**src/sv/cpc_pkg.sv**
```systemverilog
// shared constants, tables and types for the cartesian/polar converter
package cpc_pkg;

  localparam int COORD_WIDTH_DEF  = 16;
  localparam int CORDIC_STEPS_DEF = 16;
  localparam int TABLE_LEN        = 24;

  // datapath: coordinates carry guard fraction bits plus headroom for cordic growth
  localparam int GUARD_BITS = 8;
  localparam int HEADROOM   = 3;

  // angle accumulator in units of 2^-20 degree
  localparam int ANG_FRAC = 20;
  localparam int ZW       = 30;
  localparam int ANGLE_W  = 16;
  localparam int ANGLE_LIMIT = 23040;

  localparam logic signed [ZW-1:0] DEG90  = ZW'(90 * (1 << ANG_FRAC));
  localparam logic signed [ZW-1:0] DEG180 = ZW'(180 * (1 << ANG_FRAC));
  localparam logic signed [ZW-1:0] DEG360 = ZW'(360 * (1 << ANG_FRAC));

  // gain compensation K = GAIN_K / 2^30, applied to values with GUARD_BITS fraction
  localparam int GAIN_W = 30;
  localparam logic [GAIN_W-1:0] GAIN_K = GAIN_W'(652032874);
  localparam int GAIN_SHIFT = 30 + GUARD_BITS;

  // atan(2^-i) in 2^-20 degree
  localparam int ATAN_TABLE [TABLE_LEN] = '{
    47185920, 27855475, 14718068, 7471121, 3750058, 1876857, 938658, 469357,
    234682, 117342, 58671, 29335, 14668, 7334, 3667, 1833,
    917, 458, 229, 115, 57, 29, 14, 7
  };

  typedef struct packed {
    logic mode;    // 0 vectoring (to polar), 1 rotation (to cartesian)
    logic origin;  // vectoring input was (0,0)
  } ctrl_t;

endpackage

```
**src/sv/cpc_stage.sv**
```systemverilog
// one cordic micro-rotation stage
module cpc_stage #(
  parameter int COORD_WIDTH = cpc_pkg::COORD_WIDTH_DEF,
  parameter int STEP        = 0
) (
  input  logic                                     clk,
  input  logic                                     rst_n,
  input  logic                                     en_i,
  input  logic                                     valid_i,
  input  logic signed [COORD_WIDTH+cpc_pkg::GUARD_BITS+cpc_pkg::HEADROOM-1:0] x_i,
  input  logic signed [COORD_WIDTH+cpc_pkg::GUARD_BITS+cpc_pkg::HEADROOM-1:0] y_i,
  input  logic signed [cpc_pkg::ZW-1:0]            z_i,
  input  cpc_pkg::ctrl_t                           ctrl_i,
  output logic                                     valid_o,
  output logic signed [COORD_WIDTH+cpc_pkg::GUARD_BITS+cpc_pkg::HEADROOM-1:0] x_o,
  output logic signed [COORD_WIDTH+cpc_pkg::GUARD_BITS+cpc_pkg::HEADROOM-1:0] y_o,
  output logic signed [cpc_pkg::ZW-1:0]            z_o,
  output cpc_pkg::ctrl_t                           ctrl_o
);

  localparam int DW = COORD_WIDTH + cpc_pkg::GUARD_BITS + cpc_pkg::HEADROOM;
  localparam int ZW = cpc_pkg::ZW;
  localparam logic signed [ZW-1:0] ATAN = ZW'(cpc_pkg::ATAN_TABLE[STEP]);

  logic                 v_r;
  logic signed [DW-1:0] x_r, y_r, x_nxt, y_nxt, xs, ys;
  logic signed [ZW-1:0] z_r, z_nxt;
  cpc_pkg::ctrl_t       ctrl_r;
  logic                 up;

  always_comb begin
    xs = x_i >>> STEP;
    ys = y_i >>> STEP;
    // vectoring drives y to zero, rotation drives z to zero
    up = ctrl_i.mode ? z_i[ZW-1] : !y_i[DW-1];
    if (up) begin
      x_nxt = x_i + ys;
      y_nxt = y_i - xs;
      z_nxt = z_i + ATAN;
    end else begin
      x_nxt = x_i - ys;
      y_nxt = y_i + xs;
      z_nxt = z_i - ATAN;
    end
  end

  always_ff @(posedge clk) begin
    if (!rst_n) begin
      v_r <= 1'b0;
    end else if (en_i) begin
      v_r <= valid_i;
    end
  end

  always_ff @(posedge clk) begin
    if (en_i) begin
      x_r    <= x_nxt;
      y_r    <= y_nxt;
      z_r    <= z_nxt;
      ctrl_r <= ctrl_i;
    end
  end

  assign valid_o = v_r;
  assign x_o     = x_r;
  assign y_o     = y_r;
  assign z_o     = z_r;
  assign ctrl_o  = ctrl_r;

endmodule

```
**config.mk**
```make
export PLATFORM = sky130hd
export DESIGN_NAME = cpc_stage
export DESIGN_NICKNAME = d
export VERILOG_FILES = /design/src/sv/cpc_pkg.sv /design/src/sv/cpc_stage.sv
export SDC_FILE = /design/constraint.sdc
export NUM_CORES = 1
export LEC_CHECK = 0
export ABC_AREA = 1
export BUFFER_PORTS_ARGS = -buffer_cell sky130_fd_sc_hd__clkbuf_2
export CORE_MARGIN = 2
export CORE_UTILIZATION = 25
export DETAILED_ROUTE_END_ITERATION = 8
export GPL_ROUTABILITY_DRIVEN = 0
export SLEW_MARGIN = 40
export SYNTH_ARGS = -nofsm -noshare
export SYNTH_HDL_FRONTEND = slang
export SYNTH_SLANG_ARGS = --single-unit
```
**constraint.sdc**
```tcl
create_clock -name clk -period 3.8 [get_ports clk]
set_clock_uncertainty 0.2 [all_clocks]
set_input_delay 0.76 -clock clk [delete_from_list [all_inputs] [get_ports clk]]
set_output_delay 0.76 -clock clk [all_outputs]
set_load 0.005 [all_outputs]
```
# Word level (Yosys, flattened, before mapping)

Cells that the tools add are included.

Muxes and demuxes: 4
Reductions and logical operators: 1
Divide/modulo/power cells: 0
Shift operators: 0
Multiply operators: 0
Add/subtract/negate cells: 5
Magnitude comparators: 0
Equality and inequality tests: 0
Bitwise operators: 0

Operators with widths:

| operator                                                               | number |
|---|---|
| 27-bit two-way mux                                                     | 2 |
| 27-bit subtractor                                                      | 2 |
| 30-bit by 27-bit adder with 30-bit output (second input constant)      | 1 |
| 30-bit two-way mux                                                     | 1 |
| 30-bit by 27-bit subtractor with 30-bit output (second input constant) | 1 |
| 27-bit adder                                                           | 1 |
| 1-bit logical NOT                                                      | 1 |
| 1-bit two-way mux                                                      | 1 |

Memory bits (read-only): 0
Memory bits (writable): 0
Memories kept: 0
Word-level logic and storage cells: 16
Latch bits: 0
Bits in registers: 87
Output and inout bits: 87

# Logic depth before layout (Yosys ltp)

Word-level depth: 3
Depth in mapped cells: 16
Mapped depth without buffers: 15

# Least setup slack after synthesis

No wires, ideal clock.

Path type: input to register
From: input port ctrl_i[1] (netlist name)
To: register z_r[29], in the netlist z_o[29], data pin
Cell stages on the path: 12
Buffers on the path: 2
Slack: 1250 ps
Arrival time: 2098 ps
Data required time: 3348 ps
Cell sequence: inv_2 nand2_1 nand2_2 buf_6 buf_2 ha_1 nand3_1 o21a_1 nand2_2 nand2_1 nand3_1 nand2_1

Longest elaborated chain between the ends: 2

Ends and longest elaborated chain:

| item                 | line            | text |
|---|---|---|
| from (decl)          | cpc_stage.sv:13 | `input cpc_pkg::ctrl_t ctrl_i,` |
| 1-bit two-way mux    | cpc_stage.sv:35 | `up = ctrl_i.mode ? z_i[ZW-1] : !y_i[DW-1];` |
| 30-bit two-way mux   | cpc_stage.sv:36 | `if (up) begin` |
| named net z_nxt[29]  | cpc_stage.sv:27 | `logic signed [ZW-1:0] z_r, z_nxt;` |
| to (signal assigned) | cpc_stage.sv:59 | `z_r <= z_nxt;` |
| to (decl)            | cpc_stage.sv:27 |  |

The timed path passes the listed nets, and every way through them passes these cells.
A chain may end at the register's enable or synchronous reset.

# Worst setup path after layout

From: input port x_i[16] (netlist name)
To: register y_r[21], in the netlist y_o[21], data pin

Longest elaborated chain between the ends: 2
Elaborated cells between the ends (all ways): 3

Ends and longest elaborated chain:

| item                                                     | line                             | text |
|---|---|---|
| from (decl)                                              | cpc_stage.sv:10                  | `input logic signed [COORD_WIDTH+cpc_pkg::GUARD_BITS+cpc_pkg::HEADROOM-1:0] x_i,` |
| 27-bit adder / 27-bit subtractor (equally long branches) | cpc_stage.sv:42, cpc_stage.sv:38 |  |
| 27-bit two-way mux (*)                                   | cpc_stage.sv:36                  |  |
| named net y_nxt[21]                                      | cpc_stage.sv:26                  | `logic signed [DW-1:0] x_r, y_r, x_nxt, y_nxt, xs, ys;` |
| to (signal assigned)                                     | cpc_stage.sv:58                  | `y_r <= y_nxt;` |
| to (decl)                                                | cpc_stage.sv:26                  |  |

Mark *: on every way through the listed nets, which the timed path passes. The rest lies on a longest branch.

==> impl_metrics.env <==
export IMPL_tns_ps=0
export IMPL_arrival_ps=2830
export IMPL_synth_area_leaders="edfxtp_1, nand2_1, ha_1, inv_1, nand3_1"
export IMPL_grt_use_total_pct=16.4
export IMPL_dp_slack_ps=553
export IMPL_ys_types=39
export IMPL_routed_wl_um=31800
export IMPL_end_kind="flip-flop"
export IMPL_fin_util_pct=29.5
export IMPL_drv_cap=0
export IMPL_initial_core_util_pct=25.2
export IMPL_avgSynthCellArea_um2=6.67
export IMPL_layout_drive_gt1_share_pct=18.2
export IMPL_ctsLongestPathBuffers=2
export IMPL_first_iter_violations=735
export IMPL_crit_top_cell="nand2_1"
export IMPL_worstSetupStartpointType="input pin"
export IMPL_leakagePower_uw=0.00581
export IMPL_rsz0062_at_grt="no"
export IMPL_layout_setup_ws_ps=862
export IMPL_synth_top_area_cell="edfxtp_1"
export IMPL_synth_most_common_cell="nand2_1"
export IMPL_synth_top_area_share_pct=27.1
export IMPL_pwr_density_cell_mw_per_mm2=330
export IMPL_nFillCells=4119
export IMPL_hold_viol=0
export IMPL_crit_path_max_incr_delay_ps=600
export IMPL_viasPerCell=4.61
export IMPL_ys_flop_type="edfxtp_1"
export IMPL_drt_pass1_iterations=6
export IMPL_r2r_setup_slack_ps=2920
export IMPL_status="completed"
export IMPL_p_clk_share_pct=28.8
export IMPL_syn_area_mm2=0.00942
export IMPL_cp_slowest_cell="ha_1"
export IMPL_cts_resized_gates=0
export IMPL_peakVddDrop_mv=0.154
export IMPL_cts_tree="done"
export IMPL_power_uw=3640
export IMPL_cts_made_buffers=9
export IMPL_clk_pin_slew_worst_paths_ps=70
export IMPL_vias=9606
export IMPL_p_seq_share_pct=34.3
export IMPL_grt_pass1_vias=9526
export IMPL_comb_power_share_pct=36.9
export IMPL_ant_nets=0
export IMPL_num_antenna_cells=0
export IMPL_synth_edf_count=85
export IMPL_num_nets_final=1750
export IMPL_period_share_pct=77.3
export IMPL_min_period_ps=2940
export IMPL_die_width_um=198
export IMPL_post_cts_buffers=0
export IMPL_grt_pass1_wl_um=49600
export IMPL_hold_ws_ps=365
export IMPL_p_int_uw=2240
export IMPL_maxSlewViolCount=0
export IMPL_grt_max_degree=54
export IMPL_numPortBuffers=176
export IMPL_worstSkewPairLatency_ps=360
export IMPL_rows=71
export IMPL_antenna_found_initial=0
export IMPL_ctsHtreeMaxLevel=3
export IMPL_worstPathBufferInverterCount=2
export IMPL_syn_inst=1412
export IMPL_cts_root_buf="clkbuf_16"
export IMPL_worst_ep_required_time_ps=3690
export IMPL_slew_headroom_pct=50.4
export IMPL_hp_start="valid_o"
export IMPL_dpl_hpwl_um=26500
export IMPL_grt_overflow=0
export IMPL_worstReg2RegStart="valid_o"
export IMPL_synthArstFlopShare_pct=0
export IMPL_cp_max_fo=10
export IMPL_switching_share_pct=38.5
export IMPL_p_sw_uw=1400
export IMPL_critical_path_top_delay_family="simple AND/OR/NAND/NOR gates"
export IMPL_holdCritPathClass="reg -> reg"
export IMPL_cp_cell_sequence="clkbuf_2 > inv_1 > ha_1 > nand2_1 > nor2_1 > nand2_1 > nor2_2 > nand2_1 > nand3_1 > nand2_1 > nand3_1 > nand2_1"
export IMPL_ys_warn_count=0
export IMPL_postCtsHoldBufs=0
export IMPL_tightest_slew_ps=744
export IMPL_cp_startpoint="x_i[16]"
export IMPL_synthTopCellsByCount="nand2_1, inv_1, nand3_1, ha_1, a21oi_1"
export IMPL_die_area_mm2=0.0392
export IMPL_clock_sinks=86
export IMPL_die_h_um=198
export IMPL_path_class="in -> reg"
export IMPL_ios=177
export IMPL_max_freq_mhz=340
export IMPL_ys_seq_area_share_pct=27.3
export IMPL_finalSetupViolCount=0
export IMPL_synthToLayoutAreaGrowth_pct=17.2
export IMPL_syn_num_nets=1595
export IMPL_drc_errors=0
export IMPL_synth_seq_cells=86
export IMPL_wire_per_inst_um=15.3
export IMPL_core_area_mm2=0.0374
-- path summary, 6_finish.rpt --
kind                                end  cells after the start
worst min-delay path            valid_o                      2
worst max register to register  valid_o                      2
worst max-delay path            y_o[21]                     12
worst min register to register  valid_o                      2
-- power groups by stage --
stage / Clock [uW] / Combinational (uW) / Sequential (uW)
global placement: 0 / 1310 / 1280
detailed placement: 0 / 1330 / 1280
CTS: 1080 / 1330 / 1260
finish: 1050 / 1340 / 1250
floorplan: 0 / 841 / 1270
global route: 1100 / 1500 / 1270
-- layout make-up --
cell class,count,area (um2),area share [%]
clock buffers,9,225,2.04
clock inverters,7,105,0.952
inverters,266,998,9.05
multi-input cells,1024,5580,50.6
flip-flops and latches,86,2570,23.3
well taps,511,639,5.79
repair buffers,180,913,8.28
-- routing by layer --
| layer | track usage, % | wire [um] | vias up |
|---|---|---|---|
| met2 | 27.9 | 14800 | 397 |
| met1 | 20.0 | 13400 | 4371 |
| met3 | 3.05 | 2600 | 65 |
| met4 | 7.24 | 1130 | 0 |
| met5 | 0 | 0 | - |
| li1 | - | - | 4773 |
-- worst register-to-register path: cells and delay by family (launching register included) --
kind,cells,cell delay (ps)
compound gates,2,230
flops,1,310
-- kinds of logic (layout without fill, tap and decap cells) --
kind of cell,Yosys count,count (layout),synth area share (%)
XOR/XNOR,17,17,1.58
flip-flops,86,86,27.3
AND/OR/NAND/NOR,741,741,34.7
multiplexers,2,2,0.213
adder cells (fa/ha/maj),93,93,12.6
AO/OA/AOI/OAI,171,171,10.1
buffers and inverters,302,462,13.5
-- registers in the layout (all words and copies together) (netlist names) --
| register | flops |
|---|---|
| x_o | 26 |
| valid_o | 1 |
| z_o | 30 |
| ctrl_o | 2 |
| y_o | 27 |
-- layout by cell type (no fill, tap or decap), types with 5 or more instances in the layout --
master / count
nand2_1: 446
clkbuf_16: 9
inv_2: 14
nor3_2: 5
ha_1: 90
nand2_2: 23
nand4_1: 25
o21ai_1: 10
clkbuf_2: 175
xor2_1: 13
inv_1: 251
buf_4: 5
nor2_1: 75
nor2_2: 23
a21oi_2: 8
o21ai_0: 36
nor2_4: 6
nand3_2: 8
o21bai_1: 17
nand3_1: 120
edfxtp_1: 85
a21oi_1: 88
-- through the flow --
stage	area, um2	instances
finish	11000	2083
detailed placement	10700	2067
global placement	10700	2067
floorplan	9420	1412
CTS	11000	2083
global route	11000	2083
No activity file was read; power rests on OpenSTA's default activity.
