`src/sv/cpc_pkg.sv`:
```
// shared constants, tables and types for the cartesian/polar converter
package cpc_pkg;

  localparam int COORD_WIDTH_DEF  = 16;
  localparam int CORDIC_STEPS_DEF = 16;
  localparam int TABLE_LEN        = 24;

  // datapath: coordinates carry guard fraction bits plus headroom for cordic growth
  localparam int GUARD_BITS = 8;
  localparam int HEADROOM   = 3;

  // angle accumulator in units of 2^-20 degree
  localparam int ANG_FRAC = 20;
  localparam int ZW       = 30;
  localparam int ANGLE_W  = 16;
  localparam int ANGLE_LIMIT = 23040;

  localparam logic signed [ZW-1:0] DEG90  = ZW'(90 * (1 << ANG_FRAC));
  localparam logic signed [ZW-1:0] DEG180 = ZW'(180 * (1 << ANG_FRAC));
  localparam logic signed [ZW-1:0] DEG360 = ZW'(360 * (1 << ANG_FRAC));

  // gain compensation K = GAIN_K / 2^30, applied to values with GUARD_BITS fraction
  localparam int GAIN_W = 30;
  localparam logic [GAIN_W-1:0] GAIN_K = GAIN_W'(652032874);
  localparam int GAIN_SHIFT = 30 + GUARD_BITS;

  // atan(2^-i) in 2^-20 degree
  localparam int ATAN_TABLE [TABLE_LEN] = '{
    47185920, 27855475, 14718068, 7471121, 3750058, 1876857, 938658, 469357,
    234682, 117342, 58671, 29335, 14668, 7334, 3667, 1833,
    917, 458, 229, 115, 57, 29, 14, 7
  };

  typedef struct packed {
    logic mode;    // 0 vectoring (to polar), 1 rotation (to cartesian)
    logic origin;  // vectoring input was (0,0)
  } ctrl_t;

endpackage

```
`src/sv/cpc_out.sv`:
```
// output register: saturation and per-mode field selection
module cpc_out #(
  parameter int COORD_WIDTH = cpc_pkg::COORD_WIDTH_DEF
) (
  input  logic                                     clk,
  input  logic                                     rst_n,
  input  logic                                     en_i,
  input  logic                                     valid_i,
  input  logic [COORD_WIDTH+cpc_pkg::GUARD_BITS+cpc_pkg::HEADROOM+cpc_pkg::GAIN_W-cpc_pkg::GAIN_SHIFT:0]
                                                   xmag_i,
  input  logic                                     xneg_i,
  input  logic [COORD_WIDTH+cpc_pkg::GUARD_BITS+cpc_pkg::HEADROOM+cpc_pkg::GAIN_W-cpc_pkg::GAIN_SHIFT:0]
                                                   ymag_i,
  input  logic                                     yneg_i,
  input  logic signed [cpc_pkg::ANGLE_W-1:0]       ang_i,
  input  cpc_pkg::ctrl_t                           ctrl_i,
  output logic                                     valid_o,
  output logic        [COORD_WIDTH-1:0]            radius_o,
  output logic signed [cpc_pkg::ANGLE_W-1:0]       angle_o,
  output logic signed [COORD_WIDTH-1:0]            x_o,
  output logic signed [COORD_WIDTH-1:0]            y_o
);

  localparam int W    = COORD_WIDTH;
  localparam int AW   = cpc_pkg::ANGLE_W;
  localparam int MAGW = W + cpc_pkg::GUARD_BITS + cpc_pkg::HEADROOM + cpc_pkg::GAIN_W
                        - cpc_pkg::GAIN_SHIFT + 1;
  localparam logic [MAGW-1:0] CLIM = {{(MAGW-W+1){1'b0}}, {(W-1){1'b1}}};
  localparam logic signed [AW-1:0] ALIM = AW'(cpc_pkg::ANGLE_LIMIT);
  localparam logic signed [W-1:0]  CMIN = {1'b1, {(W-1){1'b0}}};

  logic                 v_r;
  logic [W-1:0]         rad_r, rad_nxt, rsat, xsat, ysat;
  logic signed [AW-1:0] ang_r, ang_nxt;
  logic signed [W-1:0]  x_r, y_r, x_nxt, y_nxt;

  always_comb begin
    rsat = (|xmag_i[MAGW-1:W]) ? {W{1'b1}} : xmag_i[W-1:0];
    xsat = (xmag_i > CLIM) ? CLIM[W-1:0] : xmag_i[W-1:0];
    ysat = (ymag_i > CLIM) ? CLIM[W-1:0] : ymag_i[W-1:0];
    rad_nxt = '0;
    ang_nxt = '0;
    x_nxt   = '0;
    y_nxt   = '0;
    if (ctrl_i.mode) begin
      x_nxt = xneg_i ? -signed'(xsat) : signed'(xsat);
      y_nxt = yneg_i ? -signed'(ysat) : signed'(ysat);
    end else if (!ctrl_i.origin) begin
      rad_nxt = xneg_i ? '0 : rsat;
      ang_nxt = ang_i;
    end
  end

  always_ff @(posedge clk) begin
    if (!rst_n) begin
      v_r <= 1'b0;
    end else if (en_i) begin
      v_r <= valid_i;
    end
  end

  always_ff @(posedge clk) begin
    if (en_i) begin
      rad_r <= rad_nxt;
      ang_r <= ang_nxt;
      x_r   <= x_nxt;
      y_r   <= y_nxt;
    end
  end

  assign valid_o  = v_r;
  assign radius_o = rad_r;
  assign angle_o  = ang_r;
  assign x_o      = x_r;
  assign y_o      = y_r;

  // only one mode's pair of fields can be nonzero
  a_mode_fields: assert property (@(posedge clk) disable iff (!rst_n)
    v_r |-> ((x_r == '0 && y_r == '0) || (rad_r == '0 && ang_r == '0)))
    else $error("polar and cartesian outputs both nonzero");

  a_angle_range: assert property (@(posedge clk) disable iff (!rst_n)
    v_r |-> (ang_r <= ALIM && ang_r >= -ALIM))
    else $error("angle output outside +-180 degrees");

  // symmetric saturation never yields the most negative code
  a_coord_sym: assert property (@(posedge clk) disable iff (!rst_n)
    v_r |-> (x_r != CMIN && y_r != CMIN))
    else $error("coordinate output at most negative code");

endmodule
```
`config.mk`:
```
export PLATFORM = sky130hd
export DESIGN_NAME = cpc_out
export DESIGN_NICKNAME = d
export VERILOG_FILES = /design/src/sv/cpc_pkg.sv /design/src/sv/cpc_out.sv
export SDC_FILE = /design/constraint.sdc
export NUM_CORES = 1
export LEC_CHECK = 0
export CAP_MARGIN = 25
export CORE_MARGIN = 2
export CORE_UTILIZATION = 60
export CTS_BUF_LIST = sky130_fd_sc_hd__clkbuf_8 sky130_fd_sc_hd__clkbuf_16
export CTS_CLUSTER_DIAMETER = 30
export CTS_CLUSTER_SIZE = 12
export DETAILED_ROUTE_END_ITERATION = 10
export DONT_BUFFER_PORTS = 1
export PLACE_DENSITY_LB_ADDON = 0.08
export SETUP_SLACK_MARGIN = 0.4
export SLEW_MARGIN = 0
export SYNTH_ARGS = -nofsm -noshare
export SYNTH_HDL_FRONTEND = slang
export SYNTH_SLANG_ARGS = --single-unit
```
`constraint.sdc`:
```
create_clock -name clk -period 3.8 [get_ports clk]
set_clock_uncertainty 0.2 [all_clocks]
set_input_delay 0.19 -clock clk [delete_from_list [all_inputs] [get_ports clk]]
set_output_delay 0.19 -clock clk [all_outputs]
set_load 0.01 [all_outputs]
```
Yosys cells after proc, flatten, opt, wreduce, memory -nomap -nowiden:

Cells that the tools add are included.
Widths: inputs -> output; s select.

* $add $sub $neg: 2
* $lt $le $gt $ge: 2
* multiplexer cells: 5
* reductions and logical operators: 3

Operators by type and width (number)
* $mux 16: 5
* $gt 20x15->1 const B: 2
* $neg 16->16: 2
* $reduce_or 4->1: 1
* $reduce_or 3->1: 1
* $reduce_or 2->1: 1

* bits in registers: 65
* bits of input ports: 64

Depth between registers and ports, before layout:

* depth after elaboration: 4
* depth in mapped cells: 10
* depth with buffers taken out: 8

Worst setup path before layout:

Ideal clock, no wire load.

* path type: input to register
* from: in ymag_i[18] (netlist name)
* to: reg y_r[12] (netlist: y_o[12]), data pin
* data arrival time: 2.307 ns
* required time: 3.339 ns
* slack: 1.032 ns
* cell stages on the path: 9
* path through: nor4_1 -> nand2_1 -> nor2_1 -> ha_1 -> or3b_2 -> clkbuf_1 -> nor3_1 -> nor4_1 -> a311o_1

* cells in the longest elaborated chain, start to end: 4

Ends and longest elaborated chain
* start, declared: line cpc_out.sv:13 `ymag_i,`
* $gt 20x15->1 *: line cpc_out.sv:40 `ysat = (ymag_i > CLIM) ? CLIM[W-1:0] : ymag_i[W-1:0];`
* $mux 16 *: line cpc_out.sv:40
* $neg 16->16: line cpc_out.sv:47 `y_nxt = yneg_i ? -signed'(ysat) : signed'(ysat);`
* $mux 16 *: line cpc_out.sv:47
* end signal, assigned: line cpc_out.sv:67 `y_r <= y_nxt;`
* end, declared: line cpc_out.sv:35 `logic signed [W-1:0] x_r, y_r, x_nxt, y_nxt;`

Mark *: on every way between the ends. The rest lies on a longest branch, timed or not.
A chain may end at the register's enable or synchronous reset.

Worst setup path in the final report:

* from: in xmag_i[18] (netlist name)
* to: reg x_r[14] (netlist: x_o[14]), data pin

* cells in the longest elaborated chain, start to end: 4

Ends and longest elaborated chain
* start, declared: line cpc_out.sv:10 `xmag_i,`
* $gt 20x15->1 *: line cpc_out.sv:39 `xsat = (xmag_i > CLIM) ? CLIM[W-1:0] : xmag_i[W-1:0];`
* $mux 16 *: line cpc_out.sv:39
* $neg 16->16: line cpc_out.sv:46 `x_nxt = xneg_i ? -signed'(xsat) : signed'(xsat);`
* $mux 16 *: line cpc_out.sv:46
* end signal, assigned: line cpc_out.sv:66 `x_r <= x_nxt;`
* end, declared: line cpc_out.sv:35

Marks and branches as above.

==> results.ini <==
[synthesis]
yosysWarningCount=0
async_flop_share_pct=0
synth-edff-count=64
synthesis.area_um2=3460
postSynthAreaPerCell_um2=11.5
syn-num-nets=367
synthCells=301
ys_types=51
synth_seq_cells=65
seq_area_frac_synth_pct=56.1
synth_ff_type=edfxtp_1

[die]
start_util_pct=62.4
die-area_um2=6390
coreArea_um2=5540
io_pins=129
die_h_um=79.9
fp.dieW_um=79.9
rows=27

[cts]
clock_path_buffers=2
numCtsBuffers=9
cts_sinks=65
cts_tree=built
clock_latency_ps=340
htree_levels=3
path_clk_slew_ps=80
post-cts-setup-buffer-count=0
cts_root_buf=clkbuf_8

[worst_setup_path]
required_ps=3690
reg2reg_depth=3
crit_path_end_kind=flop
critPathArrivalTime_ps=3100
crit_fanout=9
reg2reg_from=valid_o
start_kind=primary input
rrSetupSlack_ps=2380
timing.rr.end=valid_o
path_class=primary input to flop

[worst_hold_path]
hp-class=primary input to flop
hold_end=x_o[12]
hp-start=xmag_i[12]
hold_depth=2

[cells_and_area]
drive_gt1_share_pct=8.73
final_nets=416
final_cell_area_um2=4290
diodes=0
syn_to_final_growth_pct=24.1

[pwr]
p_leak_nw=1.41
ir_worst_vdd_mv=0.263
finalPower_w=0.00174
power_density_nw_per_um2=406

[global_route]
grt_usage_pct=29.4
grt_max_degree=66
grt_pass1_wl_um=14000
grt_pass1_vias=2687
grt-ovfl-total=0
antenna_found_initial=0

[routing]
post_drt_wl_per_cell_um=21.6
routed_wl_um=9240
drc=0
first_pass_iters=5
postRouteAntennaNets=0
viasPerCell=6.72
vias=2868
drtIter0Drc=226

[job]
cap_violations=0

[placed_design]
port_buffers=0
hpwl_um=5060
placed_area_um2=3460
gp_congestion=0.848

[timing]
timing.final.hold_violations=1
fin_crit_ps=3210
tns_ps=0
slew_headroom_pct=45.2
max_freq_mhz=311
period_share_pct=84.5
setup_viol=0
finalMaxSlewViolations=0
tightest_slew_ps=819
finalHoldWorstSlack_ps=-0.724
rsz0062_at_grt=no

[run_status]
violations=negative hold slack
status=finished, violations left

[registers in the layout (all words and copies together), names as in the netlist]
register / count
radius_o: 16
angle_o: 16
y_o: 16
x_o: 16
valid_o: 1
[worst max path at each step]
stage                    start       to  slack, ps
floorplan           ymag_i[18]  y_o[12]       1030
global placement    xmag_i[17]  x_o[14]        880
detailed placement  xmag_i[17]  x_o[14]        780
CTS                 xmag_i[18]  x_o[14]        670
global route        xmag_i[18]  x_o[14]        420
finish              xmag_i[18]  x_o[14]        590
[stage by stage]
step / instances / hold slack, ps / worst slack [ps] / util (%)
global placement: 352 / 106 / 878 / 62.4
CTS: 427 / 2.28 / 668 / 77.5
finish: 427 / -0.724 / 587 / 77.5
global route: 427 / 12.0 / 415 / 77.5
floorplan: 301 / 102 / 1030 / -
detailed placement: 352 / 108 / 776 / 62.4
[per-layer routing]
metal	track usage [%]	wire length, µm	up-vias
li1	-	-	1287
met1	39.9	3740	1333
met2	45.0	4290	209
met3	6.79	885	39
met4	13.4	325	0
met5	0	0	-
[critical path: stages]
cell and delay [ps]:
dlygate4sd3_1 570, nor4_4 360, nand2_1 310, nor2_1 220, ha_1 190, or3b_2 540, nor2_1 280, o31ai_1 120
a311o_1 330
[kinds of logic after synthesis]
| family | synth area share [%] |
|---|---|
| simple gates | 20.3 |
| compound gates | 18.0 |
| flops | 56.1 |
| buf+inv | 3.58 |
| xor+xnor | 0.760 |
| mux | 0.579 |
| fa+ha+maj | 0.723 |
[report_power, final]
| part | switching, W | leakage [nW] | internal (W) |
|---|---|---|---|
| registers | 0.0000526 | 0.624 | 0.000853 |
| logic | 0.0000820 | 0.683 | 0.0000821 |
| clock network | 0.000298 | 0.107 | 0.000376 |
[placed cells by master (no fill, tap or decap), drive strengths merged, types with 3 or more instances in the layout]
cell	synthesis	final
nor2	20	20
and2	21	21
or4	9	9
o31ai	7	7
nand3	4	4
nor3	22	22
a21oi	8	8
dlygate4sd3	0	58
o41ai	6	6
a311o	4	4
o21bai	3	3
nand2b	3	3
o311ai	3	3
nand2	10	10
or3	10	10
o21a	14	14
clkbuf	18	9
nor4	11	11
xnor2	3	3
o21ai	5	5
nor2b	3	3
edfxtp	64	64
inv	7	10
a21boi	4	4
o31a	7	7
a31oi	8	8
[what timing repair did]
action,in CTS,in global routing
endpoints found under the hold margin,126,0
setup endpoints to repair,0,0
hold buffers,59,0
gates resized for setup,0,0
[Yosys cell counts, types with 3 or more instances]
| cell | count | share of area, % |
|---|---|---|
| a21boi_0 | 4 | 0.87 |
| a21oi_1 | 8 | 1.2 |
| a311o_1 | 4 | 1.2 |
| a31oi_1 | 8 | 1.4 |
| and2_1 | 21 | 3.8 |
| clkbuf_1 | 18 | 2.0 |
| edfxtp_1 | 64 | 56 |
| inv_1 | 7 | 0.76 |
| nand2_1 | 10 | 1.1 |
| nand2b_1 | 3 | 0.54 |
| nand3_1 | 4 | 0.58 |
| nor2_1 | 20 | 2.2 |
| nor2b_1 | 3 | 0.54 |
| nor3_1 | 21 | 3.0 |
| nor4_1 | 9 | 1.6 |
| o21a_1 | 14 | 3.0 |
| o21ai_0 | 5 | 0.72 |
| o21bai_1 | 3 | 0.65 |
| o31a_1 | 7 | 1.8 |
| o31ai_1 | 6 | 1.3 |
| o41ai_1 | 5 | 1.3 |
| or3_1 | 9 | 1.6 |
| or4_1 | 7 | 1.5 |
| xnor2_1 | 3 | 0.76 |
[area by class of cell]
cell class / count / area (µm²)
Inverter: 7 / 26.3
Multi-Input combinational cell: 207 / 1390
Tap cell: 72 / 90.1
Timing Repair Buffer: 60 / 616
Clock buffer: 9 / 124
Clock inverter: 7 / 101
Fill cell: 352 / 1250
Sequential cell: 65 / 1940
Note: power is estimated with default switching activity, not from simulation.
