===== src/sv/cpc_pkg.sv =====
// shared constants, tables and types for the cartesian/polar converter
package cpc_pkg;

  localparam int COORD_WIDTH_DEF  = 16;
  localparam int CORDIC_STEPS_DEF = 16;
  localparam int TABLE_LEN        = 24;

  // datapath: coordinates carry guard fraction bits plus headroom for cordic growth
  localparam int GUARD_BITS = 8;
  localparam int HEADROOM   = 3;

  // angle accumulator in units of 2^-20 degree
  localparam int ANG_FRAC = 20;
  localparam int ZW       = 30;
  localparam int ANGLE_W  = 16;
  localparam int ANGLE_LIMIT = 23040;

  localparam logic signed [ZW-1:0] DEG90  = ZW'(90 * (1 << ANG_FRAC));
  localparam logic signed [ZW-1:0] DEG180 = ZW'(180 * (1 << ANG_FRAC));
  localparam logic signed [ZW-1:0] DEG360 = ZW'(360 * (1 << ANG_FRAC));

  // gain compensation K = GAIN_K / 2^30, applied to values with GUARD_BITS fraction
  localparam int GAIN_W = 30;
  localparam logic [GAIN_W-1:0] GAIN_K = GAIN_W'(652032874);
  localparam int GAIN_SHIFT = 30 + GUARD_BITS;

  // atan(2^-i) in 2^-20 degree
  localparam int ATAN_TABLE [TABLE_LEN] = '{
    47185920, 27855475, 14718068, 7471121, 3750058, 1876857, 938658, 469357,
    234682, 117342, 58671, 29335, 14668, 7334, 3667, 1833,
    917, 458, 229, 115, 57, 29, 14, 7
  };

  typedef struct packed {
    logic mode;    // 0 vectoring (to polar), 1 rotation (to cartesian)
    logic origin;  // vectoring input was (0,0)
  } ctrl_t;

endpackage


===== src/sv/cpc_gain.sv =====
// gain compensation for both lanes over two stages, plus angle rounding
module cpc_gain #(
  parameter int COORD_WIDTH = cpc_pkg::COORD_WIDTH_DEF
) (
  input  logic                                     clk,
  input  logic                                     rst_n,
  input  logic [1:0]                               en_i,
  input  logic                                     valid_i,
  input  logic signed [COORD_WIDTH+cpc_pkg::GUARD_BITS+cpc_pkg::HEADROOM-1:0] x_i,
  input  logic signed [COORD_WIDTH+cpc_pkg::GUARD_BITS+cpc_pkg::HEADROOM-1:0] y_i,
  input  logic signed [cpc_pkg::ZW-1:0]            z_i,
  input  cpc_pkg::ctrl_t                           ctrl_i,
  output logic [1:0]                               valid_o,
  output logic [COORD_WIDTH+cpc_pkg::GUARD_BITS+cpc_pkg::HEADROOM+cpc_pkg::GAIN_W-cpc_pkg::GAIN_SHIFT:0]
                                                   xmag_o,
  output logic                                     xneg_o,
  output logic [COORD_WIDTH+cpc_pkg::GUARD_BITS+cpc_pkg::HEADROOM+cpc_pkg::GAIN_W-cpc_pkg::GAIN_SHIFT:0]
                                                   ymag_o,
  output logic                                     yneg_o,
  output logic signed [cpc_pkg::ANGLE_W-1:0]       ang_o,
  output cpc_pkg::ctrl_t                           ctrl_o
);

  localparam int DW   = COORD_WIDTH + cpc_pkg::GUARD_BITS + cpc_pkg::HEADROOM;
  localparam int ZW   = cpc_pkg::ZW;
  localparam int AW   = cpc_pkg::ANGLE_W;
  localparam int KW   = cpc_pkg::GAIN_W;
  localparam int HALF = (DW + 1) / 2;
  localparam int HIW  = DW - HALF;
  localparam int PLW  = HALF + KW;
  localparam int PHW  = HIW + KW;
  localparam int SW   = DW + KW + 1;
  localparam int MAGW = SW - cpc_pkg::GAIN_SHIFT;
  localparam logic [SW-1:0] ROUND = SW'(1) << (cpc_pkg::GAIN_SHIFT - 1);
  localparam logic signed [ZW-1:0] ANG_HALF = ZW'(1) <<< (cpc_pkg::ANG_FRAC - 8);
  localparam logic signed [ZW-1:0] ALIM = ZW'(cpc_pkg::ANGLE_LIMIT);

  logic signed [DW-1:0] v [2];
  logic [DW-1:0]        m [2];
  logic [PLW-1:0]       pplo_r [2], pplo_nxt [2];
  logic [PHW-1:0]       pphi_r [2], pphi_nxt [2];
  logic [1:0]           neg_r, neg_nxt, neg2_r;
  logic [SW-1:0]        sum [2];
  logic [MAGW-1:0]      mag_r [2], mag_nxt [2];
  logic                 v1_r, v2_r;
  logic signed [ZW-1:0] zr, zs;
  logic signed [AW-1:0] ang1_r, ang2_r, ang_nxt;
  cpc_pkg::ctrl_t       ctrl1_r, ctrl2_r;

  assign v[0] = x_i;
  assign v[1] = y_i;

  // stage 1: magnitude split into halves, one partial product each
  always_comb begin
    for (int k = 0; k < 2; k++) begin
      neg_nxt[k]  = v[k][DW-1];
      m[k]        = v[k][DW-1] ? DW'(-v[k]) : DW'(v[k]);
      pplo_nxt[k] = PLW'(m[k][HALF-1:0]) * PLW'(cpc_pkg::GAIN_K);
      pphi_nxt[k] = PHW'(m[k][DW-1:HALF]) * PHW'(cpc_pkg::GAIN_K);
    end
    // angle to 1/128 degree, round half up, clamp to +-180
    zr = z_i + ANG_HALF;
    zs = zr >>> (cpc_pkg::ANG_FRAC - 7);
    if (zs > ALIM) begin
      ang_nxt = AW'(ALIM);
    end else if (zs < -ALIM) begin
      ang_nxt = AW'(-ALIM);
    end else begin
      ang_nxt = AW'(zs);
    end
  end

  // stage 2: recombine partial products and round half up
  always_comb begin
    for (int k = 0; k < 2; k++) begin
      sum[k]     = (SW'(pphi_r[k]) << HALF) + SW'(pplo_r[k]) + ROUND;
      mag_nxt[k] = sum[k][SW-1:cpc_pkg::GAIN_SHIFT];
    end
  end

  always_ff @(posedge clk) begin
    if (!rst_n) begin
      v1_r <= 1'b0;
      v2_r <= 1'b0;
    end else begin
      if (en_i[0]) begin
        v1_r <= valid_i;
      end
      if (en_i[1]) begin
        v2_r <= v1_r;
      end
    end
  end

  always_ff @(posedge clk) begin
    if (en_i[0]) begin
      for (int k = 0; k < 2; k++) begin
        pplo_r[k] <= pplo_nxt[k];
        pphi_r[k] <= pphi_nxt[k];
      end
      neg_r   <= neg_nxt;
      ang1_r  <= ang_nxt;
      ctrl1_r <= ctrl_i;
    end
    if (en_i[1]) begin
      for (int k = 0; k < 2; k++) begin
        mag_r[k] <= mag_nxt[k];
      end
      neg2_r  <= neg_r;
      ang2_r  <= ang1_r;
      ctrl2_r <= ctrl1_r;
    end
  end

  assign valid_o = {v2_r, v1_r};
  assign xmag_o  = mag_r[0];
  assign ymag_o  = mag_r[1];
  assign xneg_o  = neg2_r[0];
  assign yneg_o  = neg2_r[1];
  assign ang_o   = ang2_r;
  assign ctrl_o  = ctrl2_r;

endmodule


===== config.mk =====
export PLATFORM = sky130hd
export DESIGN_NAME = cpc_gain
export DESIGN_NICKNAME = d
export VERILOG_FILES = /design/src/sv/cpc_pkg.sv /design/src/sv/cpc_gain.sv
export SDC_FILE = /design/constraint.sdc
export NUM_CORES = 2
export LEC_CHECK = 0
export ABC_AREA = 0
export BUFFER_PORTS_ARGS = -buffer_cell sky130_fd_sc_hd__buf_4
export CORE_ASPECT_RATIO = 1.4
export CORE_MARGIN = 3
export CORE_UTILIZATION = 29
export DETAILED_ROUTE_END_ITERATION = 10
export PLACE_DENSITY_LB_ADDON = 0.08
export SYNTH_ARGS = -nofsm -noshare
export SYNTH_HDL_FRONTEND = slang
export SYNTH_SLANG_ARGS = --single-unit

===== constraint.sdc =====
create_clock -name clk -period 16.8 [get_ports clk]
set_input_delay 0 -clock clk [delete_from_list [all_inputs] [get_ports clk]]
set_output_delay 0 -clock clk [all_outputs]
set_load 0.03 [all_outputs]

# Word level (Yosys, flattened, before mapping)
# Memory sizes are Yosys's and may differ from the RTL's.
# Cells that the tools add are included.
# op_classes
n_addsub,7
n_mul,4
order_cmp,2
n_mux,7
n_reduce_logical,1
# op_table
op,n
57-bit by 44-bit adder with 58-bit output,2
58-bit by 38-bit adder with 58-bit output (second input constant),2
14-bit by 29-bit multiplier with 43-bit output (second input constant),2
13-bit by 29-bit multiplier with 42-bit output (second input constant),2
27-bit two-way mux,2
27-bit negator,2
30-bit by 14-bit adder with 30-bit output (second input constant),1
17-bit by 16-bit > comparator with 1-bit output (second input constant),1
17-bit by 16-bit less-than comparator with 1-bit output (second input constant),1
16-bit two-way mux,1
1-bit two-way mux,4
2-bit OR reduction,1
# totals
ff_bits,42
ramBits,210
input_bits,91
out_inout_bits,62
elab_cells,35
memories,3
# memory_table
memory,depth,width,read_ports,rd_ports_with_merged_regs,wr,line_no,text
pplo_r,2,43,2,0,2,cpc_gain.sv:40,"logic [PLW-1:0] pplo_r [2], pplo_nxt [2];"
pphi_r,2,42,2,0,2,cpc_gain.sv:41,"logic [PHW-1:0] pphi_r [2], pphi_nxt [2];"
mag_r,2,20,2,0,2,cpc_gain.sv:44,"logic [MAGW-1:0] mag_r [2], mag_nxt [2];"

# Logic depth before layout (Yosys ltp)
# depth
ltp_word,3
depth_mapped,32

# Worst setup path before layout
# No wires, ideal clock.
# synth_timing
kind,input -> register
from,input port y_i[0] (netlist name)
to,memory pphi_r[0][78] (netlist name) (data pin)
arrival_ns,7.279
setup_slack_ns,9.256
stages,25
n_path_buf,0
path_cell_list,inv_1 -> ha_1 -> nand2b_1 -> or4_1 -> or3_1 -> nand2b_1 -> nor4b_1 -> ha_1 -> fa_1 -> inv_1 -> fa_1 -> fa_1 -> fa_1 -> inv_1 -> ha_1 -> a21o_1 -> a21o_1 -> a21o_1 -> a21oi_1 -> nor2_1 -> a21oi_1 -> o31ai_1 -> o41ai_1 -> o21ai_0 -> xor2_1
# synth_rtl
element,line_no,text
"start, declared",cpc_gain.sv:10,"input logic signed [COORD_WIDTH+cpc_pkg::GUARD_BITS+cpc_pkg::HEADROOM-1:0] y_i,"
"end, declared",cpc_gain.sv:41,

==> metrics.md <==
| Metric | Value |
|---|---|
| Status | finished, final reports clean |
| Die Height | 428 um |
| Vias in the first global route | 27.2k |
| Ys flop type | edfxtp_1 |
| Antenna violations before repair | 1 |
| Worst Tran Pin Value | 1.14 ns |
| Synth warnings | 0 |
| Main combinational cell family by area after synthesis | adder cells |
| GRT overflow | 0 |
| Worst rel slew slack | 22.7% |
| Avg WL per Cell | 18.8 um |
| Simple-gate share of the synthesized area | 6.49% |
| Cells after Synth | 3506 |
| Synth cell types | 84 |
| Share of cells above drive strength 1 | 7.01% |
| Synth Area per Inst | 10.5 um^2 |
| ANT nets after route | 0 |
| Final setup viols | 0 |
| Vias per cell | 4.48 |
| Yosys reg bits | 224 |
| Clock H-tree levels | 1 |
| Most common cell in the synthesized netlist | inv_1 |
| Wl on met1 | 39400 um |
| Horiz. Die Dim | 307 um |
| # nets final | 4988 |
| First-pass GRT wire length | 158000 um |
| Root Buffer | clkbuf_16 |
| Syn nets | 4780 |
| Clock Sink Count | 224 |
| Setup Crit Path Kind | input port to flip-flop |
| Post-synthesis xor/xnor area fraction | 5.32% |
| Largest net degree at the start of global routing | 60 |
| Achievable frequency | 110 MHz |
| # fillers | 13.0k |
| Minimum clock period | 9.11 ns |
| WP data required | 17.14 ns |
| Synth-to-layout area growth | 12.2% |
| Die area | 132000 um^2 |
| Skew-Pair Late Insertion Delay | 0.60 ns |
| First-pass detailed-route iteration total | 5 |
| MaxCap Viol Count | 0 |
| Critical Path Source Type | input port |
| Largest cells by area after synthesis | fa_1 31%, ha_1 21%, edfxtp_1 18% |
| Top Ports | 153 |
| Tcrit/Tclk final | 54.2% |
| Clock Path Buffers | 3 |
| Wire length on met2 | 57100 um |
| Diode count | 0 |
| RSZ-0062 raised after global routing | no |
| Fin util | 32.8% |
| Post-synth EDFFs | 222 |
| Final hold viol count | 0 |
| Worst setup EP type | flip-flop |
| Clk_skew | 0.0332 ns |
| Max layer used | met5 |
| Slew Limit Fails | 0 |
| GRT Overall Usage | 15.8% |
| Setup_tns | 0 ns |
| IO buf count | 140 |
| Most frequent cell on the critical path | inv_1 |
| Hold Path Class | input port to flip-flop |
| R2r setup slk | 12.83 ns |
| Initial DRC count | 835 |
| Crit Path Max Fanout | 13 |
| Final WL | 101000 um |
| Fraction of registers with async set/reset | 0% |
| Share of the synthesized area in the top cell type | 30.9% |
| Critical Path AT | 9.44 ns |
| # DRC | 0 |
| Multiplexer share of the synthesized area | 0.224% |
| Row count | 154 |
| Core Footprint | 126000 um^2 |
| Synth cell count leaders | 912 x inv_1, 613 x ha_1, 570 x fa_1, 222 x edfxtp_1, 153 x xnor2_1 |
| Seq/Total Area, Yosys | 18.2% |
| Worst path slowest cell | o41ai_1 |
| CTS Buf Count | 29 |
| Initial Util | 29.3% |
| Adder and majority gate portion of the synthesized area | 51.7% |
| Hpwl dp | 89200 um |
| Mapped Area | 36900 um^2 |
| Yosys top cell by area | fa_1 |
| Routability Congestion | 0.871 |
| Compound-cell area share of the yosys netlist | 8.39% |
| Clock-pin slew on the worst setup and hold paths | 0.06 ns |
| DR WL met3 | 1940 um |
| TritonCTS clock tree | yes |
| Vias | 24.1k |
| Slowest stage delay, CP | 0.96 ns |
| Setup Buffers After CTS | 0 |
==> per-layer routing <==
layer / global-route usage [%] / vias to the layer above
li1: - / 11800
met5: 0 / -
met2: 31.5 / 261
met4: 4.10 / 2
met3: 1.19 / 100
met1: 17.7 / 11900
==> final timing paths <==
path,startpoint,end,depth (start not counted)
hold reg to reg,ang1_r[9],ang_o[9],0
setup reg to reg,pphi_r[0][47],mag_r[0][39],12
hold / removal,x_i[25],pphi_r[0][41],4
setup / recovery,y_i[0],pphi_r[0][78],29
==> layout by cell type (no fill, tap or decap), types with 37 or more instances in the layout <==
master / instances
nor2_1: 90
buf_4: 167
dlygate4sd3_1: 37
edfxtp_1: 222
nand3_1: 42
inv_1: 912
nand2_1: 94
xnor2_1: 153
a21oi_1: 141
o21ai_0: 70
a21o_1: 88
ha_1: 613
xor2_1: 71
fa_1: 570
==> per-stage QoR <==
stage	area, um^2	setup slack, ns	hold WS, ns	std cells
5_1_grt	41400	7.11	0.0639	5373
2_1_floorplan	36900	9.26	0.0989	3506
3_5_place_dp	40100	6.90	0.192	5284
6_report	41400	7.69	0.0734	5373
4_1_cts	41400	7.58	0.00605	5373
3_3_place_gp	40100	6.93	0.191	5284
==> flip-flops by register name, summed over array words and instances, names as in the netlist <==
| name | cells |
|---|---|
| ang_o | 16 |
| neg_r | 2 |
| pplo_r | 58 |
| v2_r | 1 |
| v1_r | 1 |
| pphi_r | 84 |
| ctrl1_r | 2 |
| neg2_r | 2 |
| ang1_r | 16 |
| ctrl_o | 2 |
| mag_r | 40 |
==> critical path: cells and delay by family <==
family / cells / cell delay [ns]
adders and majority gates: 7 / 3.23
AOI/OAI and AO/OA: 5 / 2.03
buffers and inverters: 7 / 1.25
and+or+nand+nor: 8 / 2.29
xor gates and xnor gates: 2 / 0.64
==> logic make-up after synthesis <==
kind of cell	after synthesis
adder cells (fa/ha/maj)	1183
buffers and inverters	941
AO/OA/AOI/OAI	478
AND/OR/NAND/NOR	448
XOR/XNOR	224
flip-flops	224
multiplexers	8
==> timing repair <==
item / in CTS / in global routing
hold endpoints to repair: 96 / 0
resized for setup: 0 / 0
hold buffers: 37 / 0
==> final cells by class <==
type / instances / area, um^2 / area share (%)
multi-input cells: 2341 / 26600 / 64.4
flip-flops and latches: 224 / 6710 / 16.2
inverters: 913 / 3430 / 8.28
well taps: 1638 / 2050 / 4.95
repair buffers: 205 / 1640 / 3.95
clock buffers: 34 / 744 / 1.80
clock inverters: 18 / 180 / 0.436
Power is not shown: default switching activity piles up to over one toggle a cycle in this logic, so the estimate is an artifact.
