[config.mk]
export PLATFORM = sky130hd
export DESIGN_NAME = cpc_pre
export DESIGN_NICKNAME = d
export VERILOG_FILES = /design/src/sv/cpc_pkg.sv /design/src/sv/cpc_pre.sv
export SDC_FILE = /design/constraint.sdc
export NUM_CORES = 1
export LEC_CHECK = 0
export BUFFER_PORTS_ARGS = -buffer_cell sky130_fd_sc_hd__buf_2
export CORE_MARGIN = 2
export CORE_UTILIZATION = 45
export CTS_CLUSTER_SIZE = 24
export DETAILED_ROUTE_END_ITERATION = 12
export PLACE_DENSITY = 0.81
export SYNTH_ARGS = -nofsm -noshare
export SYNTH_HDL_FRONTEND = slang
export SYNTH_SLANG_ARGS = --single-unit
[constraint.sdc]
create_clock -name clk -period 9.4 [get_ports clk]
set_input_delay 0.94 -clock clk [delete_from_list [all_inputs] [get_ports clk]]
set_output_delay 0.94 -clock clk [all_outputs]
set_load 0.02 [all_outputs]
[src/sv/cpc_pkg.sv]
// shared constants, tables and types for the cartesian/polar converter
package cpc_pkg;

  localparam int COORD_WIDTH_DEF  = 16;
  localparam int CORDIC_STEPS_DEF = 16;
  localparam int TABLE_LEN        = 24;

  // datapath: coordinates carry guard fraction bits plus headroom for cordic growth
  localparam int GUARD_BITS = 8;
  localparam int HEADROOM   = 3;

  // angle accumulator in units of 2^-20 degree
  localparam int ANG_FRAC = 20;
  localparam int ZW       = 30;
  localparam int ANGLE_W  = 16;
  localparam int ANGLE_LIMIT = 23040;

  localparam logic signed [ZW-1:0] DEG90  = ZW'(90 * (1 << ANG_FRAC));
  localparam logic signed [ZW-1:0] DEG180 = ZW'(180 * (1 << ANG_FRAC));
  localparam logic signed [ZW-1:0] DEG360 = ZW'(360 * (1 << ANG_FRAC));

  // gain compensation K = GAIN_K / 2^30, applied to values with GUARD_BITS fraction
  localparam int GAIN_W = 30;
  localparam logic [GAIN_W-1:0] GAIN_K = GAIN_W'(652032874);
  localparam int GAIN_SHIFT = 30 + GUARD_BITS;

  // atan(2^-i) in 2^-20 degree
  localparam int ATAN_TABLE [TABLE_LEN] = '{
    47185920, 27855475, 14718068, 7471121, 3750058, 1876857, 938658, 469357,
    234682, 117342, 58671, 29335, 14668, 7334, 3667, 1833,
    917, 458, 229, 115, 57, 29, 14, 7
  };

  typedef struct packed {
    logic mode;    // 0 vectoring (to polar), 1 rotation (to cartesian)
    logic origin;  // vectoring input was (0,0)
  } ctrl_t;

endpackage

[src/sv/cpc_pre.sv]
// input stage: quadrant pre-rotation and angle wrap before the cordic stages
module cpc_pre #(
  parameter int COORD_WIDTH = cpc_pkg::COORD_WIDTH_DEF
) (
  input  logic                                     clk,
  input  logic                                     rst_n,
  input  logic                                     en_i,
  input  logic                                     valid_i,
  input  logic                                     mode_i,
  input  logic signed [COORD_WIDTH-1:0]            x_i,
  input  logic signed [COORD_WIDTH-1:0]            y_i,
  input  logic        [COORD_WIDTH-2:0]            radius_i,
  input  logic signed [cpc_pkg::ANGLE_W-1:0]       angle_i,
  output logic                                     valid_o,
  output logic signed [COORD_WIDTH+cpc_pkg::GUARD_BITS+cpc_pkg::HEADROOM-1:0] x_o,
  output logic signed [COORD_WIDTH+cpc_pkg::GUARD_BITS+cpc_pkg::HEADROOM-1:0] y_o,
  output logic signed [cpc_pkg::ZW-1:0]            z_o,
  output cpc_pkg::ctrl_t                           ctrl_o
);

  localparam int DW = COORD_WIDTH + cpc_pkg::GUARD_BITS + cpc_pkg::HEADROOM;
  localparam int ZW = cpc_pkg::ZW;

  logic                  v_r;
  logic signed [DW-1:0]  x_r, y_r, x_nxt, y_nxt;
  logic signed [ZW-1:0]  z_r, z_nxt;
  cpc_pkg::ctrl_t        ctrl_r, ctrl_nxt;

  logic signed [COORD_WIDTH:0] xe, ye, re, xs, ys;
  logic signed [ZW-1:0]        zv, zw;

  always_comb begin
    xe = (COORD_WIDTH+1)'(x_i);
    ye = (COORD_WIDTH+1)'(y_i);
    re = signed'({2'b00, radius_i});

    // vectoring: left half plane is turned by 180 degrees first
    xs = xe;
    ys = ye;
    zv = '0;
    if (xe[COORD_WIDTH]) begin
      xs = -xe;
      ys = -ye;
      zv = ye[COORD_WIDTH] ? -cpc_pkg::DEG180 : cpc_pkg::DEG180;
    end

    // rotation: wrap once into +-180, then fold beyond +-90 with negated radius
    zw = ZW'(angle_i) <<< (cpc_pkg::ANG_FRAC - 7);
    if (zw > cpc_pkg::DEG180) begin
      zw = zw - cpc_pkg::DEG360;
    end else if (zw < -cpc_pkg::DEG180) begin
      zw = zw + cpc_pkg::DEG360;
    end
    if (zw > cpc_pkg::DEG90) begin
      zw = zw - cpc_pkg::DEG180;
      re = -re;
    end else if (zw < -cpc_pkg::DEG90) begin
      zw = zw + cpc_pkg::DEG180;
      re = -re;
    end

    if (mode_i) begin
      x_nxt = DW'(re) <<< cpc_pkg::GUARD_BITS;
      y_nxt = '0;
      z_nxt = zw;
    end else begin
      x_nxt = DW'(xs) <<< cpc_pkg::GUARD_BITS;
      y_nxt = DW'(ys) <<< cpc_pkg::GUARD_BITS;
      z_nxt = zv;
    end
    ctrl_nxt.mode   = mode_i;
    ctrl_nxt.origin = !mode_i && (x_i == '0) && (y_i == '0);
  end

  always_ff @(posedge clk) begin
    if (!rst_n) begin
      v_r <= 1'b0;
    end else if (en_i) begin
      v_r <= valid_i;
    end
  end

  always_ff @(posedge clk) begin
    if (en_i) begin
      x_r    <= x_nxt;
      y_r    <= y_nxt;
      z_r    <= z_nxt;
      ctrl_r <= ctrl_nxt;
    end
  end

  assign valid_o = v_r;
  assign x_o     = x_r;
  assign y_o     = y_r;
  assign z_o     = z_r;
  assign ctrl_o  = ctrl_r;

  // rotation angle must be folded into the cordic convergence range
  a_rot_range: assert property (@(posedge clk) disable iff (!rst_n)
    (v_r && ctrl_r.mode) |-> (z_r <= cpc_pkg::DEG90 && z_r >= -cpc_pkg::DEG90))
    else $error("rotation angle left +-90 degrees after folding");

endmodule

**Word-level counts from Yosys, hierarchy flattened**

Cells that the tools add are included.

- Flip-flop bits (word level): 85
- Output and inout port bits: 87

- Add/sub/neg operators: 7
- Magnitude comparators: 4
- Muxes and demuxes: 12
- Reduce and logical (&&, ||, !) cells: 5

Operator list:

| cell | count |
|---|---|
| $mux 30 | 7 |
| $mux 17 | 4 |
| $neg 16->17 | 2 |
| $logic_not 16->1 | 2 |
| $add 29x30->30 const B | 1 |
| $add 30x29->30 const B | 1 |
| $gt 30x28->1 const B | 1 |
| $lt 30x28->1 const B | 1 |
| $sub 29x30->30 const B | 1 |
| $sub 30x29->30 const B | 1 |
| $gt 29x29->1 const B | 1 |
| $lt 29x29->1 const B | 1 |
| $mux 27 | 1 |
| $neg 15->17 | 1 |
| $logic_and 1x1->1 | 2 |
| $logic_not 1->1 | 1 |

**Logic depth before layout (Yosys ltp)**

- Depth in word-level cells: 7
- Depth in mapped cells: 15
- Depth with buffers taken out: 13

**Worst setup path after synthesis**

No wires, ideal clock.

- Kind: input-to-reg
- Start: input port angle_i[10] (netlist name)
- End: register x_r[23] (netlist: x_o[23]) (data pin)
- Setup time: 254 ps
- Arrival time: 3682 ps
- Required time: 9146 ps
- Setup slack: 5465 ps
- Cell stages on the path: 15
- Path buffers: 2
- Cell sequence: inv_1 > ha_1 > a211oi_1 > nor3_4 > a211o_1 > and2_1 > ha_1 > a21oi_1 > a31oi_1 > a211o_1 > a21oi_2 > buf_6 > buf_2 > nor2_1 > a21o_1

- Longest elaborated chain between the ends: 7
- Elaborated cells on any way between the ends: 11
- Those cells by class: 2 x add/sub; 4 x order compare; 5 x mux

Ends and longest elaborated chain:

| element | RTL line | RTL |
|---|---|---|
| start: declaration | cpc_pre.sv:13 | `input logic signed [cpc_pkg::ANGLE_W-1:0] angle_i,` |
| $add 29x30->30 / $lt 29x29->1 (equally long branches) | cpc_pre.sv:52, cpc_pre.sv:51 |  |
| $mux 30 | cpc_pre.sv:51 | `end else if (zw < -cpc_pkg::DEG180) begin` |
| $mux 30 * | cpc_pre.sv:49 | `if (zw > cpc_pkg::DEG180) begin` |
| $lt 30x28->1 | cpc_pre.sv:57 | `end else if (zw < -cpc_pkg::DEG90) begin` |
| $mux 17 | cpc_pre.sv:57 |  |
| $mux 17 * | cpc_pre.sv:54 | `if (zw > cpc_pkg::DEG90) begin` |
| $mux 27 * | cpc_pre.sv:62 | `if (mode_i) begin` |
| named net x_nxt[23] | cpc_pre.sv:25 | `logic signed [DW-1:0] x_r, y_r, x_nxt, y_nxt;` |
| end signal: assignment | cpc_pre.sv:85 | `x_r <= x_nxt;` |
| end: declaration | cpc_pre.sv:25 |  |

The timed path passes the listed nets; every way through them passes the cells marked *.
A chain may end at the register's enable or synchronous reset.

**Worst setup path in the final report**

- Start: input port angle_i[10] (netlist name)
- End: register x_r[9] (netlist: x_o[9]) (data pin)

Same word-level chain as after synthesis.

==> results_dict.tcl <==
set metrics [dict create \
    grt_setup_unrepaired "false" \
    pnr_worst_setup_slack_ns 4.71 \
    postCtsHoldBufs 0 \
    area_delta_synth_final_pct 14.9 \
    timing.slew.headroom 0.214 \
    final_max_slew_viol_count 0 \
    synthFlopType "sky130_fd_sc_hd__edfxtp_1" \
    global_route_wire_length_before_repair_mm 14.8 \
    fp.dieW_um 99.4 \
    count_of_distinct_cell_types_in_the_synthesized_netlist 61 \
    setup-violations-final 0 \
    top_level_ports 155 \
    floorplan.initialDensity 0.467 \
    total_power_uw 637 \
    global_route.overflow_total 0 \
    diodes 0 \
    power_density_mw_per_mm2 135 \
    post-route-util 0.537 \
    crit_arrival_ns 4.72 \
    grt_max_degree 75 \
    power.static_leakage_nw 1.95 \
    vdd.ir_drop.worst_mv 0.0631 \
    worst_clock_skew_ns 0 \
    min_period_over_period 0.499 \
    clk_pin_slew_ns 0.09 \
    gp_routability_congestion 0.898 \
    cts_resized 0 \
    synth_top_area_cell "sky130_fd_sc_hd__edfxtp_1" \
    detailedRoute.firstPassIterationCount 5 \
    finalHoldViolCount 0 \
    hp-class "flip-flop to flip-flop" \
    worst_ep_required_time_ns 9.42 \
    worst_path_buf_inv 2 \
    hpwl_mm 6.97 \
    post-synth-top-area-fraction 0.389 \
    grt_util_all_layers 0.182 \
    max_stage_delay_ns 0.95 \
    clock_sink_count 54 \
    final.setup.tns_ns 0 \
    timing.hold.worst.start "valid_o" \
    die_area_sq_mm 0.00988 \
    synth_area_sq_mm 0.00410 \
    crit_path_cell_trace "buf_2, inv_1, ha_1, a211oi_1, nor3_4, a211o_1, and2_1, ha_1, a21oi_1, a31oi_1, a211o_1, a21oi_2, mux2i_1, a21oi_1" \
    dr.first_iter.drc_count 301 \
    tritoncts "built" \
    setup.worst_path.end_class "flip-flop" \
    run_status "completed" \
    yosys_register_bits 54 \
    drt_drc_violations_left 0 \
    postSynthCellCount 426 \
    synthesis.yosys.warnings 0 \
    place_area_sq_mm 0.00462 \
    layout.nets 613 \
    num_vias 3531 \
    chipHeight_um 99.4 \
    ctsHtreeMaxLevel 2 \
    timing.fmax_mhz 213 \
    rows 34 \
    grt_antenna_before_repair 0 \
    timing.final.crit_period_ns 4.69 \
    ant_nets 0 \
    viasPerCell 5.47 \
    wl_mm 9.31 \
    wl_per_cell_um 14.4 \
    synth.avg_cell_area_sq_um 9.61 \
    clock-root-buffer "sky130_fd_sc_hd__clkbuf_8" \
    timing_worst_setup_path_type "primary input to flip-flop" \
    cts_buffer_depth 2 \
    synth_top_cells_by_area "sky130_fd_sc_hd__edfxtp_1 39%, sky130_fd_sc_hd__buf_4 6.2%, sky130_fd_sc_hd__nor2_1 4.1%" \
    stdcell_area_sq_mm 0.00470 \
    worstPathMaxFanout 29 \
    io_buffers 125 \
    timing.critical_path.from "angle_i[10]" \
    synth_enable_flop_cells 53 \
    number_of_cts_inserted_buffers 5 \
    setup.worst_path.start_class "primary input" \
    post_cts_buffers 0 \
    layout_cell_share_with_drive_strength_beyond_1 0.281 \
    clk_latency_ns 0.30 \
    ys_async_sr_fraction 0 \
    source_of_the_worst_register_to_register_timing_path "valid_o" \
    grt_pass1_vias 3185 \
    worst_path_max_delay_cell "sky130_fd_sc_hd__a21oi_2" \
    core_area_sq_mm 0.00876 \
    max-cap-violations 0 \
    synth-seq-area-share 0.394 \
    critical-path-top-delay-family "compound AO/OA/AOI/OAI gates" \
    place_worst_setup_slack_ns 4.44 \
    tightestPinTransition_ns 1.18 \
]
worst register-to-register path: stages (launching register included):
cell	delay, ns
sky130_fd_sc_hd__dfxtp_1	0.32
sky130_fd_sc_hd__mux2i_1	0.12
sky130_fd_sc_hd__nor2b_1	0.06
kinds of logic (layout without fill, tap and decap cells):
family                   count (synthesis)  after routing  synth area share
AND/OR/NAND/NOR                        158            158             0.211
adder cells (fa/ha/maj)                  9              9            0.0275
AO/OA/AOI/OAI                          100            100             0.180
buffers and inverters                   66            149            0.0993
XOR/XNOR                                31             31            0.0709
multiplexers                             7              7            0.0171
other                                    1             29          0.000916
flip-flops                              54             54             0.394
final timing paths:
path	slack, ns	cells past startpoint	end
setup / recovery	4.71	14	x_o[9]
hold / removal	0.53	2	valid_o
setup reg to reg	8.81	2	valid_o
hold reg to reg	0.53	2	valid_o
where the power goes:
| part | internal [mW] | leakage, nW | switching, mW |
|---|---|---|---|
| clock | 0.0519 | 0.0450 | 0.0752 |
| combinational | 0.0744 | 1.39 | 0.135 |
| sequential | 0.295 | 0.522 | 0.00599 |
| total | 0.421 | 1.95 | 0.216 |
registers in the layout, summed over array words and instances (netlist names):
register and flops:
z_o 17, ctrl_o 2, x_o 17, y_o 17
valid_o 1
per-stage QoR:
stage,hold slack (ns),std cells
after detailed placement,0.513,637
after CTS,0.533,645
after global placement,0.499,637
after floorplan,0.589,454
after global routing,0.577,645
final,0.528,645
final cells by class:
class                           count  area (sq um)
Fill cell                         797          4060
Multi-Input combinational cell    334          2180
Sequential cell                    54          1610
Timing Repair Buffer              127           641
Tap cell                          108           135
Clock buffer                        6          72.6
Inverter                           14          52.6
Clock inverter                      2          10.0
layer usage:
metal | vias to the layer above | GRT usage | wire (um)
met5 | - | 0 | 0
met4 | 0 | 0.0632 | 198
met3 | 16 | 0.0246 | 697
met2 | 157 | 0.319 | 4620
met1 | 1633 | 0.231 | 3800
li1 | 1725 | - | -
layout by cell type (no fill, tap or decap), types with 4 or more instances in the layout:
master and count:
sky130_fd_sc_hd__nor2_1 45, sky130_fd_sc_hd__nor4_1 5, sky130_fd_sc_hd__o21ai_1 8, sky130_fd_sc_hd__nand2b_1 9, sky130_fd_sc_hd__nor3_1 7, sky130_fd_sc_hd__or3_1 17, sky130_fd_sc_hd__o21ai_0 17, sky130_fd_sc_hd__a211oi_1 5
sky130_fd_sc_hd__nor2b_1 6, sky130_fd_sc_hd__conb_1 29, sky130_fd_sc_hd__a211o_1 4, sky130_fd_sc_hd__edfxtp_1 53, sky130_fd_sc_hd__inv_1 14, sky130_fd_sc_hd__clkbuf_8 5, sky130_fd_sc_hd__a21oi_1 9, sky130_fd_sc_hd__xnor2_1 18
sky130_fd_sc_hd__o31ai_1 8, sky130_fd_sc_hd__and2_1 13, sky130_fd_sc_hd__a31oi_1 13, sky130_fd_sc_hd__xor2_1 12, sky130_fd_sc_hd__nand3_1 6, sky130_fd_sc_hd__mux2i_1 7, sky130_fd_sc_hd__nand2_1 27, sky130_fd_sc_hd__buf_2 125
sky130_fd_sc_hd__a21o_1 7, sky130_fd_sc_hd__or4_1 8, sky130_fd_sc_hd__ha_1 9
synthesized netlist by cell type (2+ instances only):
| library cell | instances |
|---|---|
| sky130_fd_sc_hd__clkbuf_1 | 12 |
| sky130_fd_sc_hd__a22oi_1 | 3 |
| sky130_fd_sc_hd__o21ai_0 | 17 |
| sky130_fd_sc_hd__o31ai_1 | 8 |
| sky130_fd_sc_hd__a32oi_1 | 3 |
| sky130_fd_sc_hd__buf_4 | 34 |
| sky130_fd_sc_hd__buf_6 | 4 |
| sky130_fd_sc_hd__or3_1 | 17 |
| sky130_fd_sc_hd__edfxtp_1 | 53 |
| sky130_fd_sc_hd__o21a_1 | 2 |
| sky130_fd_sc_hd__or2_1 | 2 |
| sky130_fd_sc_hd__nor2_1 | 45 |
| sky130_fd_sc_hd__a211oi_1 | 5 |
| sky130_fd_sc_hd__or4_1 | 8 |
| sky130_fd_sc_hd__nor2b_1 | 6 |
| sky130_fd_sc_hd__nand3_1 | 6 |
| sky130_fd_sc_hd__nor3_1 | 7 |
| sky130_fd_sc_hd__o211ai_1 | 3 |
| sky130_fd_sc_hd__nor4_2 | 3 |
| sky130_fd_sc_hd__a21o_1 | 7 |
| sky130_fd_sc_hd__nand2_1 | 27 |
| sky130_fd_sc_hd__o41ai_1 | 3 |
| sky130_fd_sc_hd__xor2_1 | 12 |
| sky130_fd_sc_hd__nand2b_1 | 9 |
| sky130_fd_sc_hd__inv_1 | 14 |
| sky130_fd_sc_hd__and2_1 | 13 |
| sky130_fd_sc_hd__o2111ai_1 | 2 |
| sky130_fd_sc_hd__a211o_1 | 4 |
| sky130_fd_sc_hd__nand4_1 | 2 |
| sky130_fd_sc_hd__a21oi_2 | 2 |
| sky130_fd_sc_hd__nor4_1 | 5 |
| sky130_fd_sc_hd__xnor2_1 | 18 |
| sky130_fd_sc_hd__a21oi_1 | 9 |
| sky130_fd_sc_hd__o21ai_1 | 8 |
| sky130_fd_sc_hd__ha_1 | 9 |
| sky130_fd_sc_hd__a31oi_1 | 13 |
| sky130_fd_sc_hd__mux2i_1 | 7 |
No activity file was read; power rests on OpenSTA's default activity.
